<file path="config.mk">
export PLATFORM = sky130hd
export DESIGN_NAME = nmea_rmc_gsv_sentence_parser
export DESIGN_NICKNAME = d
export VERILOG_FILES = /design/src/sv/nrgp_pkg.sv /design/src/sv/nrgp_step.sv /design/src/sv/nrgp_conv.sv /design/src/sv/nmea_rmc_gsv_sentence_parser.sv
export SDC_FILE = /design/constraint.sdc
export NUM_CORES = 2
export LEC_CHECK = 0
export BUFFER_PORTS_ARGS = -buffer_cell sky130_fd_sc_hd__buf_4
export CAP_MARGIN = 10
export CORE_ASPECT_RATIO = 0.9
export CORE_MARGIN = 2
export CORE_UTILIZATION = 60
export DETAILED_ROUTE_END_ITERATION = 7
export PLACE_DENSITY = 0.8
export SLEW_MARGIN = 30
export SYNTH_ARGS = -nofsm -noshare
export SYNTH_HDL_FRONTEND = slang
export SYNTH_SLANG_ARGS = --single-unit
</file>
<file path="constraint.sdc">
create_clock -name clk_i -period 12.78 [get_ports clk_i]
set_clock_uncertainty 0.1 [all_clocks]
set_input_delay 3.834 -clock clk_i [delete_from_list [all_inputs] [get_ports clk_i]]
set_output_delay 3.834 -clock clk_i [all_outputs]
set_load 0.03 [all_outputs]
</file>
<file path="src/sv/nrgp_pkg.sv">
package nrgp_pkg;

  localparam int MAX_FIELDS_DEF = 30;

  localparam logic [7:0] CHAR_CR    = 8'd13;
  localparam logic [7:0] CHAR_LF    = 8'd10;
  localparam logic [7:0] CHAR_COMMA = 8'h2C;
  localparam logic [7:0] CHAR_DOT   = 8'h2E;
  localparam logic [7:0] CHAR_PLUS  = 8'h2B;
  localparam logic [7:0] CHAR_MINUS = 8'h2D;
  localparam logic [7:0] CHAR_ZERO  = 8'h30;
  localparam logic [7:0] CHAR_NINE  = 8'h39;
  localparam logic [7:0] CHAR_A     = 8'h41;
  localparam logic [7:0] CHAR_S     = 8'h53;
  localparam logic [7:0] CHAR_W     = 8'h57;

  localparam logic [2:0] FRAC_STOP   = 3'd7;
  localparam logic [7:0] LAT_DEG_MAX = 8'd90;
  localparam logic [7:0] LON_DEG_MAX = 8'd180;
  localparam logic [31:0] E7         = 32'd10000000;
  // ceil(2^29 / 3): exact quotient by 3 for any dividend below 2^29
  localparam logic [28:0] DIV3_MUL   = 29'd178956971;

  typedef enum logic [3:0] {
    KIND_NONE = 4'b0001,
    KIND_RMC  = 4'b0010,
    KIND_GSV  = 4'b0100,
    KIND_OPEN = 4'b1000
  } kind_e;

  typedef struct packed {
    logic        kind;
    logic        tvalid;
    logic [4:0]  hours;
    logic [5:0]  minutes;
    logic [12:0] cs;
    logic        fix;
    logic [6:0]  lat_deg;
    logic [23:0] lat_min;
    logic        lat_s;
    logic [7:0]  lon_deg;
    logic [23:0] lon_min;
    logic        lon_w;
    logic [18:0] date;
    logic [6:0]  sats;
  } snap_t;

  typedef struct packed {
    logic [31:0] acc;
    logic [2:0]  fd;
  } acc_t;

  function automatic logic [7:0] rmc_char(input logic [2:0] i);
    logic [7:0] r;
    case (i)
      3'd1:    r = 8'h47;
      3'd2:    r = 8'h50;
      3'd3:    r = 8'h52;
      3'd4:    r = 8'h4D;
      3'd5:    r = 8'h43;
      default: r = 8'h00;
    endcase
    return r;
  endfunction

  function automatic logic [7:0] gsv_char(input logic [2:0] i);
    logic [7:0] r;
    case (i)
      3'd1:    r = 8'h47;
      3'd2:    r = 8'h50;
      3'd3:    r = 8'h47;
      3'd4:    r = 8'h53;
      3'd5:    r = 8'h56;
      default: r = 8'h00;
    endcase
    return r;
  endfunction

  // Push one decimal digit into a 7-bit slot, saturate at 99.
  function automatic logic [31:0] slot_push(input logic [31:0] acc, input logic [1:0] k,
                                            input logic [3:0] dig);
    logic [31:0] a;
    logic [6:0]  v;
    logic [10:0] nv;
    a = acc;
    case (k)
      2'd0:    v = a[6:0];
      2'd1:    v = a[13:7];
      2'd2:    v = a[20:14];
      default: v = a[27:21];
    endcase
    nv = 11'(v) * 11'd10 + 11'(dig);
    if (nv > 11'd99) nv = 11'd99;
    case (k)
      2'd0:    a[6:0]   = nv[6:0];
      2'd1:    a[13:7]  = nv[6:0];
      2'd2:    a[20:14] = nv[6:0];
      default: a[27:21] = nv[6:0];
    endcase
    return a;
  endfunction

  // Bring minutes to units of 1e-5 minute.
  function automatic logic [23:0] min_scale(input logic [23:0] m, input logic [2:0] fd);
    logic [47:0] r;
    case (fd)
      3'd0, 3'd1: r = 48'(m) * 48'd100000;
      3'd2:       r = 48'(m) * 48'd10000;
      3'd3:       r = 48'(m) * 48'd1000;
      3'd4:       r = 48'(m) * 48'd100;
      3'd5:       r = 48'(m) * 48'd10;
      default:    r = 48'(m);
    endcase
    return r[23:0];
  endfunction

  function automatic acc_t feed_coord(input acc_t s, input logic [7:0] c, input logic [3:0] p,
                                      input logic [3:0] degw, input logic [7:0] dmax);
    acc_t        r;
    logic        dig_ok;
    logic [11:0] d;
    logic [27:0] m;
    r = s;
    dig_ok = (c >= CHAR_ZERO) && (c <= CHAR_NINE);
    if (p < degw + 4'd8) begin
      if (p == degw) r.fd = 3'd0;
      if (r.fd != FRAC_STOP) begin
        if (p < degw) begin
          if (dig_ok) begin
            d = 12'(r.acc[31:24]) * 12'd10 + 12'(c[3:0]);
            if (d > 12'(dmax)) d = 12'(dmax);
            r.acc[31:24] = d[7:0];
          end else begin
            r.fd = FRAC_STOP;
          end
        end else begin
          m = 28'(r.acc[23:0]);
          if (dig_ok) begin
            if (r.fd == 3'd0) begin
              m = m * 28'd10 + 28'(c[3:0]);
              if (m > 28'd99) m = 28'd99;
            end else if (r.fd < 3'd6) begin
              m = m * 28'd10 + 28'(c[3:0]);
              r.fd = r.fd + 3'd1;
            end
            r.acc[23:0] = m[23:0];
          end else if (c == CHAR_DOT && r.fd == 3'd0) begin
            r.fd = 3'd1;
          end else begin
            r.acc[23:0] = min_scale(r.acc[23:0], r.fd);
            r.fd = FRAC_STOP;
          end
        end
      end
    end
    return r;
  endfunction

  // degrees*1e7 + round(minutes*1e7/60), saturated at the degree limit
  function automatic logic [31:0] coord_e7(input logic [7:0] deg, input logic [23:0] mins,
                                           input logic [7:0] dmax);
    logic [26:0] x;
    logic [55:0] prod;
    logic [31:0] v;
    logic [31:0] lim;
    x = 27'(mins) * 27'd5 + 27'd1;
    prod = 56'(x) * 56'(DIV3_MUL);
    v = 32'(deg) * E7 + 32'(prod[55:29]);
    lim = 32'(dmax) * E7;
    if (v > lim) v = lim;
    return v;
  endfunction

endpackage

</file>
<file path="src/sv/nrgp_step.sv">
module nrgp_step import nrgp_pkg::*; #(
  parameter int MaxFields = MAX_FIELDS_DEF
) (
  input  logic       clk_i,
  input  logic       rst_ni,
  input  logic       adv_i,
  input  logic       en_i,
  input  logic [7:0] byte_i,
  output logic       snap_valid_o,
  output snap_t      snap_o
);

  kind_e       kind_q, kind_d;
  logic [2:0]  cil_q, cil_d;
  logic [4:0]  fidx_q, fidx_d;
  logic [3:0]  cif_q, cif_d;
  logic [31:0] acc_q, acc_d;
  logic [2:0]  fd_q, fd_d;
  logic        tv_q, tv_d;
  logic [4:0]  hh_q, hh_d;
  logic [5:0]  mm_q, mm_d;
  logic [12:0] cs_q, cs_d;
  logic        fix_q, fix_d;
  logic [6:0]  latd_q, latd_d;
  logic [23:0] latm_q, latm_d;
  logic        lats_q, lats_d;
  logic [7:0]  lond_q, lond_d;
  logic [23:0] lonm_q, lonm_d;
  logic        lonw_q, lonw_d;
  logic [18:0] date_q, date_d;
  logic [6:0]  sats_q, sats_d;
  logic        snap_valid_q;
  snap_t       snap_q, snap_d;

  logic        known, dig_ok, fidx_ok, emit, do_accept, do_commit, do_feed;
  logic [7:0]  c;
  logic [3:0]  dig;
  logic [9:0]  f10;
  logic [13:0] cs14;
  logic [6:0]  ch_h, ch_m, ch_d, ch_mo;
  logic [18:0] date_v;
  logic [23:0] cmin;
  logic [10:0] sv;
  acc_t        fs;

  assign c       = byte_i;
  assign dig     = c[3:0];
  assign dig_ok  = (c >= CHAR_ZERO) && (c <= CHAR_NINE);
  assign known   = (kind_q == KIND_RMC) || (kind_q == KIND_GSV);
  assign fidx_ok = ({1'b0, fidx_q} < 6'(MaxFields));

  // commit candidates from the field just closed
  always_comb begin
    ch_h = (acc_q[6:0] > 7'd23) ? 7'd23 : acc_q[6:0];
    ch_m = (acc_q[13:7] > 7'd59) ? 7'd59 : acc_q[13:7];
    if (fd_q == 3'd2)     f10 = 10'(acc_q[27:21]) * 10'd10;
    else if (fd_q < 3'd2) f10 = 10'd0;
    else                  f10 = 10'(acc_q[27:21]);
    cs14 = 14'(acc_q[20:14]) * 14'd100 + 14'(f10);
    if (cs14 > 14'd5999) cs14 = 14'd5999;
    ch_d  = (acc_q[6:0] > 7'd31) ? 7'd31 : acc_q[6:0];
    ch_mo = (acc_q[13:7] > 7'd12) ? 7'd12 : acc_q[13:7];
    date_v = 19'(ch_d) * 19'd10000 + 19'(ch_mo) * 19'd100 + 19'(acc_q[20:14]);
    cmin = (fd_q != FRAC_STOP) ? min_scale(acc_q[23:0], fd_q) : acc_q[23:0];
  end

  always_comb begin
    kind_d = kind_q; cil_d = cil_q; fidx_d = fidx_q; cif_d = cif_q;
    acc_d = acc_q; fd_d = fd_q;
    tv_d = tv_q; hh_d = hh_q; mm_d = mm_q; cs_d = cs_q; fix_d = fix_q;
    latd_d = latd_q; latm_d = latm_q; lats_d = lats_q;
    lond_d = lond_q; lonm_d = lonm_q; lonw_d = lonw_q;
    date_d = date_q; sats_d = sats_q;
    emit = 1'b0; do_accept = 1'b0; do_commit = 1'b0; do_feed = 1'b0;
    fs = '{acc: acc_q, fd: fd_q};
    sv = '0;

    if (en_i && c != CHAR_CR) begin
      if (c == CHAR_LF) begin
        if (known && cil_q >= 3'd6) begin
          emit = 1'b1;
          if (cil_q == 3'd6) do_accept = 1'b1;
          else               do_commit = 1'b1;
        end
        kind_d = KIND_OPEN; cil_d = '0; fidx_d = '0; cif_d = '0; acc_d = '0; fd_d = '0;
      end else begin
        if (cil_q < 3'd7) cil_d = cil_q + 3'd1;
        if (cil_q == 3'd0) begin
          if (c == CHAR_COMMA) kind_d = KIND_NONE;
        end else if (cil_q <= 3'd5) begin
          if (((kind_q == KIND_RMC) || (kind_q == KIND_OPEN)) && c == rmc_char(cil_q)) begin
            if (((kind_q == KIND_GSV) || (kind_q == KIND_OPEN)) && c == gsv_char(cil_q))
              kind_d = KIND_OPEN;
            else
              kind_d = KIND_RMC;
          end else if (((kind_q == KIND_GSV) || (kind_q == KIND_OPEN)) &&
                       c == gsv_char(cil_q)) begin
            kind_d = KIND_GSV;
          end else begin
            kind_d = KIND_NONE;
          end
        end else if (cil_q == 3'd6) begin
          if (known && c == CHAR_COMMA) begin
            do_accept = 1'b1;
            fidx_d = 5'd1; cif_d = '0; fd_d = '0; acc_d = '0;
          end else begin
            kind_d = KIND_NONE;
          end
        end else if (known) begin
          if (c == CHAR_COMMA) begin
            do_commit = 1'b1;
            if (fidx_q < 5'd31) fidx_d = fidx_q + 5'd1;
            cif_d = '0; fd_d = '0; acc_d = '0;
          end else begin
            do_feed = fidx_ok;
            if (cif_q < 4'd15) cif_d = cif_q + 4'd1;
          end
        end
      end
    end

    // feed one character into the open field
    if (do_feed) begin
      if (kind_q == KIND_RMC) begin
        case (fidx_q)
          5'd1: begin
            if (cif_q < 4'd2) begin
              if (dig_ok) fs.acc = slot_push(acc_q, 2'd0, dig);
            end else if (cif_q < 4'd4) begin
              if (dig_ok) fs.acc = slot_push(acc_q, 2'd1, dig);
            end else if (cif_q < 4'd9) begin
              if (c == CHAR_DOT && fd_q == 3'd0) begin
                fs.fd = 3'd1;
              end else if (dig_ok) begin
                if (fd_q == 3'd0) begin
                  fs.acc = slot_push(acc_q, 2'd2, dig);
                end else if (fd_q < 3'd3) begin
                  fs.acc = slot_push(acc_q, 2'd3, dig);
                  fs.fd = fd_q + 3'd1;
                end
              end
            end
          end
          5'd2: if (cif_q == 4'd0) fs.acc = {31'd0, c == CHAR_A};
          5'd4: if (cif_q == 4'd0) fs.acc = {31'd0, c == CHAR_S};
          5'd6: if (cif_q == 4'd0) fs.acc = {31'd0, c == CHAR_W};
          5'd3: fs = feed_coord(fs, c, cif_q, 4'd2, LAT_DEG_MAX);
          5'd5: fs = feed_coord(fs, c, cif_q, 4'd3, LON_DEG_MAX);
          5'd9: if (dig_ok && cif_q < 4'd6) fs.acc = slot_push(acc_q, cif_q[2:1], dig);
          default: ;
        endcase
      end else if (fidx_q == 5'd3) begin
        // satellites: signed leading number, negative reads as zero
        if (fd_q != FRAC_STOP && !(cif_q == 4'd0 && c == CHAR_PLUS)) begin
          if (dig_ok) begin
            sv = 11'(acc_q[6:0]) * 11'd10 + 11'(dig);
            if (sv > 11'd99) sv = 11'd99;
            fs.acc = 32'(sv);
          end else begin
            if (cif_q == 4'd0 && c == CHAR_MINUS) fs.acc = '0;
            fs.fd = FRAC_STOP;
          end
        end
      end
      acc_d = fs.acc;
      fd_d  = fs.fd;
    end

    if (do_accept) begin
      if (kind_q == KIND_RMC) begin
        tv_d = 1'b0; hh_d = '0; mm_d = '0; cs_d = '0; fix_d = 1'b0;
      end else begin
        sats_d = '0;
      end
    end

    if (do_commit && fidx_ok && cif_q != 4'd0) begin
      if (kind_q == KIND_RMC) begin
        case (fidx_q)
          5'd1: begin
            tv_d = 1'b1; hh_d = ch_h[4:0]; mm_d = ch_m[5:0]; cs_d = cs14[12:0];
          end
          5'd2: fix_d = (cif_q == 4'd1) && (acc_q == 32'd1);
          5'd3: begin latd_d = acc_q[30:24]; latm_d = cmin; end
          5'd4: lats_d = (acc_q == 32'd1);
          5'd5: begin lond_d = acc_q[31:24]; lonm_d = cmin; end
          5'd6: lonw_d = (acc_q == 32'd1);
          5'd9: date_d = date_v;
          default: ;
        endcase
      end else if (fidx_q == 5'd3) begin
        sats_d = acc_q[6:0];
      end
    end

    snap_d.kind    = (kind_q == KIND_GSV);
    snap_d.tvalid  = tv_d;
    snap_d.hours   = hh_d;
    snap_d.minutes = mm_d;
    snap_d.cs      = cs_d;
    snap_d.fix     = fix_d;
    snap_d.lat_deg = latd_d;
    snap_d.lat_min = latm_d;
    snap_d.lat_s   = lats_d;
    snap_d.lon_deg = lond_d;
    snap_d.lon_min = lonm_d;
    snap_d.lon_w   = lonw_d;
    snap_d.date    = date_d;
    snap_d.sats    = sats_d;
  end

  always_ff @(posedge clk_i or negedge rst_ni) begin
    if (!rst_ni) begin
      kind_q <= KIND_OPEN; cil_q <= '0; fidx_q <= '0; cif_q <= '0; acc_q <= '0; fd_q <= '0;
      tv_q <= 1'b0; hh_q <= '0; mm_q <= '0; cs_q <= '0; fix_q <= 1'b0;
      latd_q <= '0; latm_q <= '0; lats_q <= 1'b0;
      lond_q <= '0; lonm_q <= '0; lonw_q <= 1'b0;
      date_q <= '0; sats_q <= '0;
      snap_valid_q <= 1'b0;
    end else if (adv_i) begin
      kind_q <= kind_d; cil_q <= cil_d; fidx_q <= fidx_d; cif_q <= cif_d;
      acc_q <= acc_d; fd_q <= fd_d;
      tv_q <= tv_d; hh_q <= hh_d; mm_q <= mm_d; cs_q <= cs_d; fix_q <= fix_d;
      latd_q <= latd_d; latm_q <= latm_d; lats_q <= lats_d;
      lond_q <= lond_d; lonm_q <= lonm_d; lonw_q <= lonw_d;
      date_q <= date_d; sats_q <= sats_d;
      snap_valid_q <= emit;
    end
  end

  always_ff @(posedge clk_i) begin
    if (adv_i && emit) snap_q <= snap_d;
  end

  assign snap_valid_o = snap_valid_q;
  assign snap_o       = snap_q;

endmodule

</file>
<file path="src/sv/nrgp_conv.sv">
module nrgp_conv import nrgp_pkg::*; (
  input  logic        clk_i,
  input  logic        rst_ni,
  input  logic        adv_i,
  input  logic        snap_valid_i,
  input  snap_t       snap_i,
  output logic        out_valid_o,
  output snap_t       snap_o,
  output logic [29:0] lat_e7_o,
  output logic [30:0] lon_e7_o
);

  logic        out_valid_q;
  snap_t       snap_q;
  logic [31:0] lat_d, lon_d;
  logic [29:0] lat_q;
  logic [30:0] lon_q;

  assign lat_d = coord_e7({1'b0, snap_i.lat_deg}, snap_i.lat_min, LAT_DEG_MAX);
  assign lon_d = coord_e7(snap_i.lon_deg, snap_i.lon_min, LON_DEG_MAX);

  always_ff @(posedge clk_i or negedge rst_ni) begin
    if (!rst_ni) begin
      out_valid_q <= 1'b0;
    end else if (adv_i) begin
      out_valid_q <= snap_valid_i;
    end
  end

  always_ff @(posedge clk_i) begin
    if (adv_i && snap_valid_i) begin
      snap_q <= snap_i;
      lat_q  <= lat_d[29:0];
      lon_q  <= lon_d[30:0];
    end
  end

  assign out_valid_o = out_valid_q;
  assign snap_o      = snap_q;
  assign lat_e7_o    = lat_q;
  assign lon_e7_o    = lon_q;

endmodule

</file>
<file path="src/sv/nmea_rmc_gsv_sentence_parser.sv">
// RMC/GSV text line parser.
// Input channel: one received character per beat (rx_byte_i), valid/ready.
// Output channel: one beat per handled line, carrying every held value.
// Carriage returns are dropped; a newline closes the line and, for a GPRMC or
// GPGSV line, produces a result beat. Other lines produce nothing.
// Throughput: one character per cycle while the output is not stalled; a three-register pipeline
// (input byte, parser state with result snapshot, coordinate conversion).
// A newline's result beat passes the byte, snapshot and conversion registers in turn.
// Stall: the whole pipeline advances only when the output register is empty
// or being taken, and in_ready_o follows that same condition; nothing is lost.
// Reset: the parser waits at the start of a line, time is invalid, fix,
// coordinates, hemispheres, date and satellite count are zero.
module nmea_rmc_gsv_sentence_parser import nrgp_pkg::*; #(
  parameter int MaxFields = MAX_FIELDS_DEF
) (
  input  logic        clk_i,
  input  logic        rst_ni,
  input  logic        in_valid_i,
  output logic        in_ready_o,
  input  logic [7:0]  rx_byte_i,
  output logic        out_valid_o,
  input  logic        out_ready_i,
  output logic        sentence_kind_o,
  output logic        time_valid_o,
  output logic [4:0]  utc_hours_o,
  output logic [5:0]  utc_minutes_o,
  output logic [12:0] utc_centiseconds_o,
  output logic        fix_valid_o,
  output logic [29:0] lat_e7_o,
  output logic        lat_south_o,
  output logic [30:0] lon_e7_o,
  output logic        lon_west_o,
  output logic [18:0] date_ddmmyy_o,
  output logic [6:0]  sats_in_view_o
);

  logic       adv;
  logic       byte_valid_q;
  logic [7:0] byte_q;
  logic       snap_valid;
  snap_t      snap, snap_out;

  // advance every stage together when the output slot frees up
  assign adv        = !out_valid_o || out_ready_i;
  assign in_ready_o = adv;

  always_ff @(posedge clk_i or negedge rst_ni) begin
    if (!rst_ni) begin
      byte_valid_q <= 1'b0;
    end else if (adv) begin
      byte_valid_q <= in_valid_i;
    end
  end

  always_ff @(posedge clk_i) begin
    if (adv && in_valid_i) byte_q <= rx_byte_i;
  end

  nrgp_step #(.MaxFields(MaxFields)) u_step (
    .clk_i        (clk_i),
    .rst_ni       (rst_ni),
    .adv_i        (adv),
    .en_i         (byte_valid_q),
    .byte_i       (byte_q),
    .snap_valid_o (snap_valid),
    .snap_o       (snap)
  );

  nrgp_conv u_conv (
    .clk_i        (clk_i),
    .rst_ni       (rst_ni),
    .adv_i        (adv),
    .snap_valid_i (snap_valid),
    .snap_i       (snap),
    .out_valid_o  (out_valid_o),
    .snap_o       (snap_out),
    .lat_e7_o     (lat_e7_o),
    .lon_e7_o     (lon_e7_o)
  );

  assign sentence_kind_o    = snap_out.kind;
  assign time_valid_o       = snap_out.tvalid;
  assign utc_hours_o        = snap_out.hours;
  assign utc_minutes_o      = snap_out.minutes;
  assign utc_centiseconds_o = snap_out.cs;
  assign fix_valid_o        = snap_out.fix;
  assign lat_south_o        = snap_out.lat_s;
  assign lon_west_o         = snap_out.lon_w;
  assign date_ddmmyy_o      = snap_out.date;
  assign sats_in_view_o     = snap_out.sats;

  a_lat_range: assert property (@(posedge clk_i) disable iff (!rst_ni)
    out_valid_o |-> lat_e7_o <= 30'd900000000)
    else $error("latitude beyond 90 degrees");

  a_lon_range: assert property (@(posedge clk_i) disable iff (!rst_ni)
    out_valid_o |-> lon_e7_o <= 31'd1800000000)
    else $error("longitude beyond 180 degrees");

  a_time_clear: assert property (@(posedge clk_i) disable iff (!rst_ni)
    (out_valid_o && !time_valid_o) |->
      (utc_hours_o == 5'd0 && utc_minutes_o == 6'd0 && utc_centiseconds_o == 13'd0))
    else $error("invalid time carries nonzero value");

  a_sat_range: assert property (@(posedge clk_i) disable iff (!rst_ni)
    out_valid_o |-> (sats_in_view_o <= 7'd99 && utc_hours_o <= 5'd23))
    else $error("satellite count or hours out of range");

endmodule

</file>
Word-level counts from Yosys, hierarchy flattened
Cells that the tools add are included.
Widths: inputs -> output; s select.
{"block": "totals", "register_bits": 413, "input_bits": 12, "output_inout_bits": 118, "elab_cells": 566}
{"block": "op_classes", "add_sub_neg": 21, "multipliers": 23, "order_cmp": 35, "eq_ne": 105, "n_mux": 270, "n_reduce_logical": 58}
{"operator": "$mux 35", "n": 18}
{"operator": "$mux 32", "n": 18}
{"operator": "$mux 7", "n": 55}
{"operator": "$mux 24", "n": 16}
{"operator": "$pmux 24 s5", "n": 3}
{"operator": "$pmux 32 s7", "n": 1}
{"operator": "$mux 8", "n": 23}
{"operator": "$mux 3", "n": 37}
{"operator": "$mul 27x28->55 const B", "n": 2}
{"operator": "$ne 4x4->1 const B", "n": 26}
{"operator": "$mul 24x3->27 const B", "n": 3}
{"operator": "$mux 13", "n": 6}
{"operator": "$mux 5", "n": 14}
{"operator": "$add 11x4->11", "n": 6}
{"operator": "$gt 11x7->1 const B", "n": 6}
{"operator": "$mux 4", "n": 16}
{"operator": "$reduce_and 31->1", "n": 2}
{"operator": "$mul 7x3->10 const B", "n": 6}
{"operator": "$mux 19", "n": 3}
{"operator": "$add 27x1->27 const B", "n": 2}
{"operator": "$mux 27", "n": 2}
{"operator": "$mux 1", "n": 43}
{"operator": "$mux 6", "n": 6}
{"operator": "$pmux 7 s5", "n": 1}
{"operator": "99 further kinds", "n": 197}

Depth between registers and ports, before layout
{"block": "logic_depth", "word_depth": 34, "ltp_mapped": 57, "ltp_nobuf": 56}

Cells and area by module
A second synthesis with hierarchy kept.
{"block": "unflattened", "cells_unflattened": 6960, "area_unflattened_um2": 66010.8}
{"mod": "nrgp_conv", "instances": 1, "cells_each": 3295, "area_each_um2": 33051.7, "seq_area_each_um2": 5400.2}
{"mod": "nrgp_step", "instances": 1, "cells_each": 3653, "area_each_um2": 32657.6, "seq_area_each_um2": 7773.7}
{"mod": "nmea_rmc_gsv_sentence_parser", "instances": 1, "cells_each": 12, "area_each_um2": 301.5, "seq_area_each_um2": 265.3}

Worst setup path after synthesis
Ideal clock, no wire load.
{"block": "synth_path", "path_type": "flip-flop to flip-flop", "start": "register u_step.snap_q (netlist bit u_step.snap_o[61])", "end": "register u_conv.lat_q[18] (netlist: u_conv.lat_e7_o[18]), data pin", "setup_ps": 262, "arrival_time_ps": 13171, "required_time_ps": 12418, "path_slack_ps": -753, "stages_incl_launch_ff": 55, "n_path_buf": 1, "synth_period_minus_slack_ps": 13533, "path_cell_list": "edfxtp_1 -> ha_1 -> ha_1 -> a21oi_1 -> o21bai_1 -> a21oi_1 -> o21ai_0 -> a41o_1 -> o41ai_1 -> o211a_1 -> a211o_1 -> nand2_1 -> o41ai_1 -> xnor2_1 -> inv_1 -> ha_1 -> inv_1 -> fa_1 -> (+19 left out) -> o21a_1 -> nor2_1 -> xnor2_1 -> ha_1 -> o21a_1 -> o21ai_0 -> inv_1 -> a2111oi_0 -> nor3_1 -> a2111oi_1 -> o31ai_1 -> a31oi_1 -> and3b_1 -> nand3_1 -> mux2i_1 -> o21ai_2 -> buf_2 -> or2_2"}
{"block": "synth_between", "elab_chain_len": 5}
{"element": "start, declared", "line_no": "nrgp_step.sv:33", "source": "snap_t snap_q, snap_d;"}
{"element": "start signal, assigned", "line_no": "nrgp_step.sv:232", "source": "if (adv_i && emit) snap_q <= snap_d;"}
{"element": "$mul 24x3->27 *", "line_no": "nrgp_pkg.sv:166", "source": "x = 27'(mins) * 27'd5 + 27'd1;"}
{"element": "$add 27x1->27 *", "line_no": "nrgp_pkg.sv:166"}
{"element": "$mul 27x28->55 *", "line_no": "nrgp_pkg.sv:167", "source": "prod = 56'(x) * 56'(DIV3_MUL);"}
{"element": "$add 31x26->32 *", "line_no": "nrgp_pkg.sv:168", "source": "v = 32'(deg) * E7 + 32'(prod[55:29]);"}
{"element": "$gt 32x30->1", "line_no": "nrgp_pkg.sv:170", "source": "if (v > lim) v = lim;"}
{"element": "end signal, assigned", "line_no": "nrgp_conv.sv:33", "source": "lat_q <= lat_d[29:0];"}
{"element": "end, declared", "line_no": "nrgp_conv.sv:16", "source": "logic [29:0] lat_q;"}
Every way passes the cells marked *; elsewhere a longest branch is shown, timed or not.
A chain may end at the register's enable or synchronous reset.

Worst setup path in the final report
{"block": "layout_path", "start": "register u_step.snap_q (netlist bit u_step.snap_o[28])", "end": "register u_conv.lon_q[17] (netlist: u_conv.lon_e7_o[17]), data pin"}
{"block": "layout_between", "elab_chain_len": 5}
{"element": "$mul 24x3->27 *", "line_no": "nrgp_pkg.sv:166"}
{"element": "$add 27x1->27 *", "line_no": "nrgp_pkg.sv:166"}
{"element": "$mul 27x28->55 *", "line_no": "nrgp_pkg.sv:167"}
{"element": "$add 32x26->32 *", "line_no": "nrgp_pkg.sv:168"}
{"element": "$gt 32x31->1", "line_no": "nrgp_pkg.sv:170"}
{"element": "end signal, assigned", "line_no": "nrgp_conv.sv:34", "source": "lon_q <= lon_d[30:0];"}
{"element": "end, declared", "line_no": "nrgp_conv.sv:17", "source": "logic [30:0] lon_q;"}
Marked as above.

==> summary.md <==
| Metric | Value |
|---|---|
| Initial DRT Pass Iterations | `7` |
| Vias | `52850` |
| Share of cells above drive strength 1 | `0.1496` |
| Die Ht | `310.8 um` |
| Area of placed instances | `67250 um^2` |
| Syn Area/Cell | `9.333 um^2` |
| Vias per inst | `6.187` |
| Adder-Cell Fraction of Synth Area | `0.4035` |
| Core Area | `103700 um^2` |
| Hold Buf Count CTS | `0` |
| Status | `finished, violations left` |
| Slew HR | `0.3112` |
| Maxcap violations | `0` |
| Final antenna-violating net count | `0` |
| Total Routing Usage GR | `0.3535` |
| Clk sinks | `413` |
| Final Hold Vio Count | `0` |
| Clock buffer depth | `3` |
| RePlAce Congestion | `1.026` |
| CP Launch Type | `flip-flop` |
| Worst-Skew Late Latency | `0.67 ns` |
| TritonCTS Buffers | `45` |
| Post-synthesis cell type count | `115` |
| Syn Inst Count | `6723` |
| Critical path origin | `u_step.snap_o[28]` |
| FFs w/ async S/R, synth | `0.4140` |
| Worst hold path type | `flip-flop to flip-flop` |
| Syn-to-layout area delta | `13.38%` |
| H-tree Lvls | `2` |
| Remaining Overflow, GRT | `0` |
| Crit-path max FO | `6` |
| Ys Warns | `0` |
| Worst r2r dst | `u_conv.lon_e7_o[17]` |
| Slew @ Worst Pin | `1.022 ns` |
| Final net count | `8817` |
| Final HPWL DP | `149400 um` |
| Synthesized cell area | `62750 um^2` |
| Pins Over Slew Limit | `0` |
| Top FF cell, synth | `edfxtp_1` |
| Worst setup margin | `-0.2225 ns` |
| PD cells | `47.10 nW/um^2` |
| RSZ-0062 raised after global routing | `yes` |
| Crit. End Element | `flip-flop` |
| R2R setup slack | `-0.22 ns` |
| FF-to-FF path depth | `58` |
| Commonest non-fill, non-tap cell in the layout | `inv_1` |
| Max frequency | `76.91 MHz` |
| Routed WL per cell | `23.16 um` |
| Maximum vdd drop | `0.0001130 V` |
| Post-Synth XOR/XNOR Area | `0.05244` |
| Largest family of logic cells by synthesized area | `adder cells` |
| Seq cells post-synth | `413` |
| I/O pins | `130` |
| Critical Path End | `u_conv.lon_e7_o[17]` |
| Die Wd | `344.9 um` |
| Kind of critical path | `flip-flop to flip-flop` |
| Reg clk slew, reported paths | `0.06 ns` |
| Routed WL | `197800 um` |
| Complex-gate fraction of the synthesized area | `0.1426` |
| TritonCTS clock tree | `built` |
| Final setup vio count | `47` |
| Design Area, Final | `71140 um^2` |
| Pin count of the biggest net entering global routing | `77` |
| Die footprint | `107200 um^2` |
| Antenna violations before repair | `3` |
| Initial core utilization | `0.6051` |
| Crit-path max cell delay | `0.57 ns` |
| EDFF count, synth | `242` |
| DRC Markers | `0` |
| Seq/Total Area, Yosys | `0.1840` |
| # fillers | `7619` |
| Min cycle time layout | `13.00 ns` |
| Critical Path AT | `13.29 ns` |
| Site row count | `112` |
| CP max-delay cell | `fa_2` |
| Most frequent cells in the layout | `inv_1 (1225), ha_1 (1044), fa_1 (573)` |
| PortBufs | `129` |
| Failing checks | `setup timing` |
| DP Cell Count | `8377` |
| CTS root buf | `clkbuf_16` |
| Leak | `36.13 nW` |
| Mux cell area share after synthesis | `0.02530` |
| Critical Path RT | `13.07 ns` |
| Worst R2R Start | `u_step.snap_o[28]` |
| Non-filler cells in the finished layout | `8542` |
| Tcrit/Tclk final | `1.017` |
| Vias in the first global route | `52594` |
| Tot Pwr | `3.351 mW` |
| DR iter-0 viols | `5296` |
| First-pass GRT wire length | `295400 um` |
| Post-Synth Simple-Gate Area | `0.1079` |
| Syn_nets | `8404` |
==> power by group <==
group | switching (mW) | internal [mW]
combinational | 0.309 | 0.151
sequential | 0.0328 | 1.42
clock | 0.622 | 0.821
total | 0.963 | 2.39
==> metrics by stage <==
step | hold slack [ns] | worst slack [ns] | TNS, ns | utilization
2_1_floorplan | 0.3003 | 0.0006715 | 0 | -
3_3_place_gp | 0.3023 | -0.3459 | -11.18 | 0.6484
3_5_place_dp | 0.3045 | -0.6249 | -32.41 | 0.6485
4_1_cts | 0.3191 | 0.01351 | 0 | 0.6703
5_1_grt | 0.3266 | -0.7103 | -32.73 | 0.6860
6_report | 0.3180 | -0.2225 | -5.523 | 0.6861
==> timing repair <==
item,CTS,global route
endpoints found under the setup margin,61,61
resized for setup,79,248
pin swaps,68,174
buffers inserted,40,37
cloned,0,6
==> cell type report <==
| class | count | area (um^2) | share of cell area |
|---|---|---|---|
| Clock buffer | 54 | 1190 | 0.01672 |
| Antenna cell | 1 | 2.502 | 0.00003517 |
| Clock inverter | 30 | 404.1 | 0.005681 |
| Tap cell | 1368 | 1712 | 0.02406 |
| Sequential cell | 413 | 11550 | 0.1623 |
| Timing Repair Buffer | 515 | 4034 | 0.05670 |
| Inverter | 1247 | 4683 | 0.06583 |
| Multi-Input combinational cell | 4914 | 47570 | 0.6687 |
==> worst max-delay path: cells and delay by family (launching register included) <==
family / cells / cell delay (ns)
flops: 1 / 0.42
compound gates: 24 / 4.67
xor+xnor: 3 / 0.51
buf+inv: 13 / 1.45
fa+ha+maj: 11 / 4.17
simple gates: 7 / 1.42
==> how the worst min path moves through the flow <==
stage,start,to,slack [ns],cells past startpoint
2_1_floorplan,u_step.snap_o[0],u_conv.snap_o[0],0.30,0
3_3_place_gp,u_step.snap_o[26],u_conv.snap_o[26],0.30,0
3_5_place_dp,u_step.snap_o[108],u_conv.snap_o[108],0.30,0
4_1_cts,u_step.snap_o[108],u_conv.snap_o[108],0.32,0
5_1_grt,u_step.snap_o[7],u_conv.snap_o[7],0.33,0
6_report,u_step.snap_o[20],u_conv.snap_o[20],0.32,0
==> sequential cells by signal, indices dropped and copies added, names as in the netlist, 8 cells and up <==
name and count:
u_conv.lon_e7_o 31, u_step.snap_o 118, byte_q 8, u_step.date_q 19, u_conv.lat_e7_o 30, u_step.cs_q 13
u_step.lond_q 8, u_step.latm_q 24, u_conv.snap_o 55, u_step.acc_q 32, u_step.lonm_q 24
==> synthesized netlist by cell type, types with 28 or more instances <==
library cell     n  share of area
or3_1           30         0.0030
nand3_1         97         0.0077
o21a_1          44         0.0053
mux2_2         119          0.021
dfrtp_1        170          0.068
nand2b_1        53         0.0053
inv_1         1245          0.074
o211ai_1        37         0.0044
a21o_1         108          0.013
a221oi_1        40         0.0056
a22oi_1         34         0.0041
and2_1          33         0.0033
nand4_1         28         0.0028
edfxtp_1       242           0.12
xnor2_1        264          0.037
a31oi_1         53         0.0053
nor2_1         412          0.025
or2_2           40         0.0040
nor3_1         117         0.0093
xor2_1         108          0.015
nor2b_1         49         0.0049
ha_1          1078           0.21
o21bai_1        56         0.0067
o21ai_0        306          0.024
clkbuf_1       127         0.0076
fa_1           591           0.19
a21oi_1        335          0.027
and3_1          43         0.0043
o221ai_1        28         0.0039
a211oi_1        35         0.0042
nand2_1        365          0.022
==> routing by layer <==
metal,part of all wire,up-vias,track usage
li1,-,23798,-
met1,0.40,25934,0.4700
met2,0.46,2473,0.5655
met3,0.083,641,0.06189
met4,0.058,4,0.1554
met5,0.00014,-,0
==> cells by family (layout without fill, tap and decap cells) <==
group           Yosys count  after routing
fa+ha+maj              1669           1669
xor+xnor                374            374
simple gates           1391           1391
other cells               0              1
compound gates         1345           1345
mux                     135            135
buf+inv                1396           1846
flops                   413            413
No activity file was read; power rests on OpenSTA's default activity.
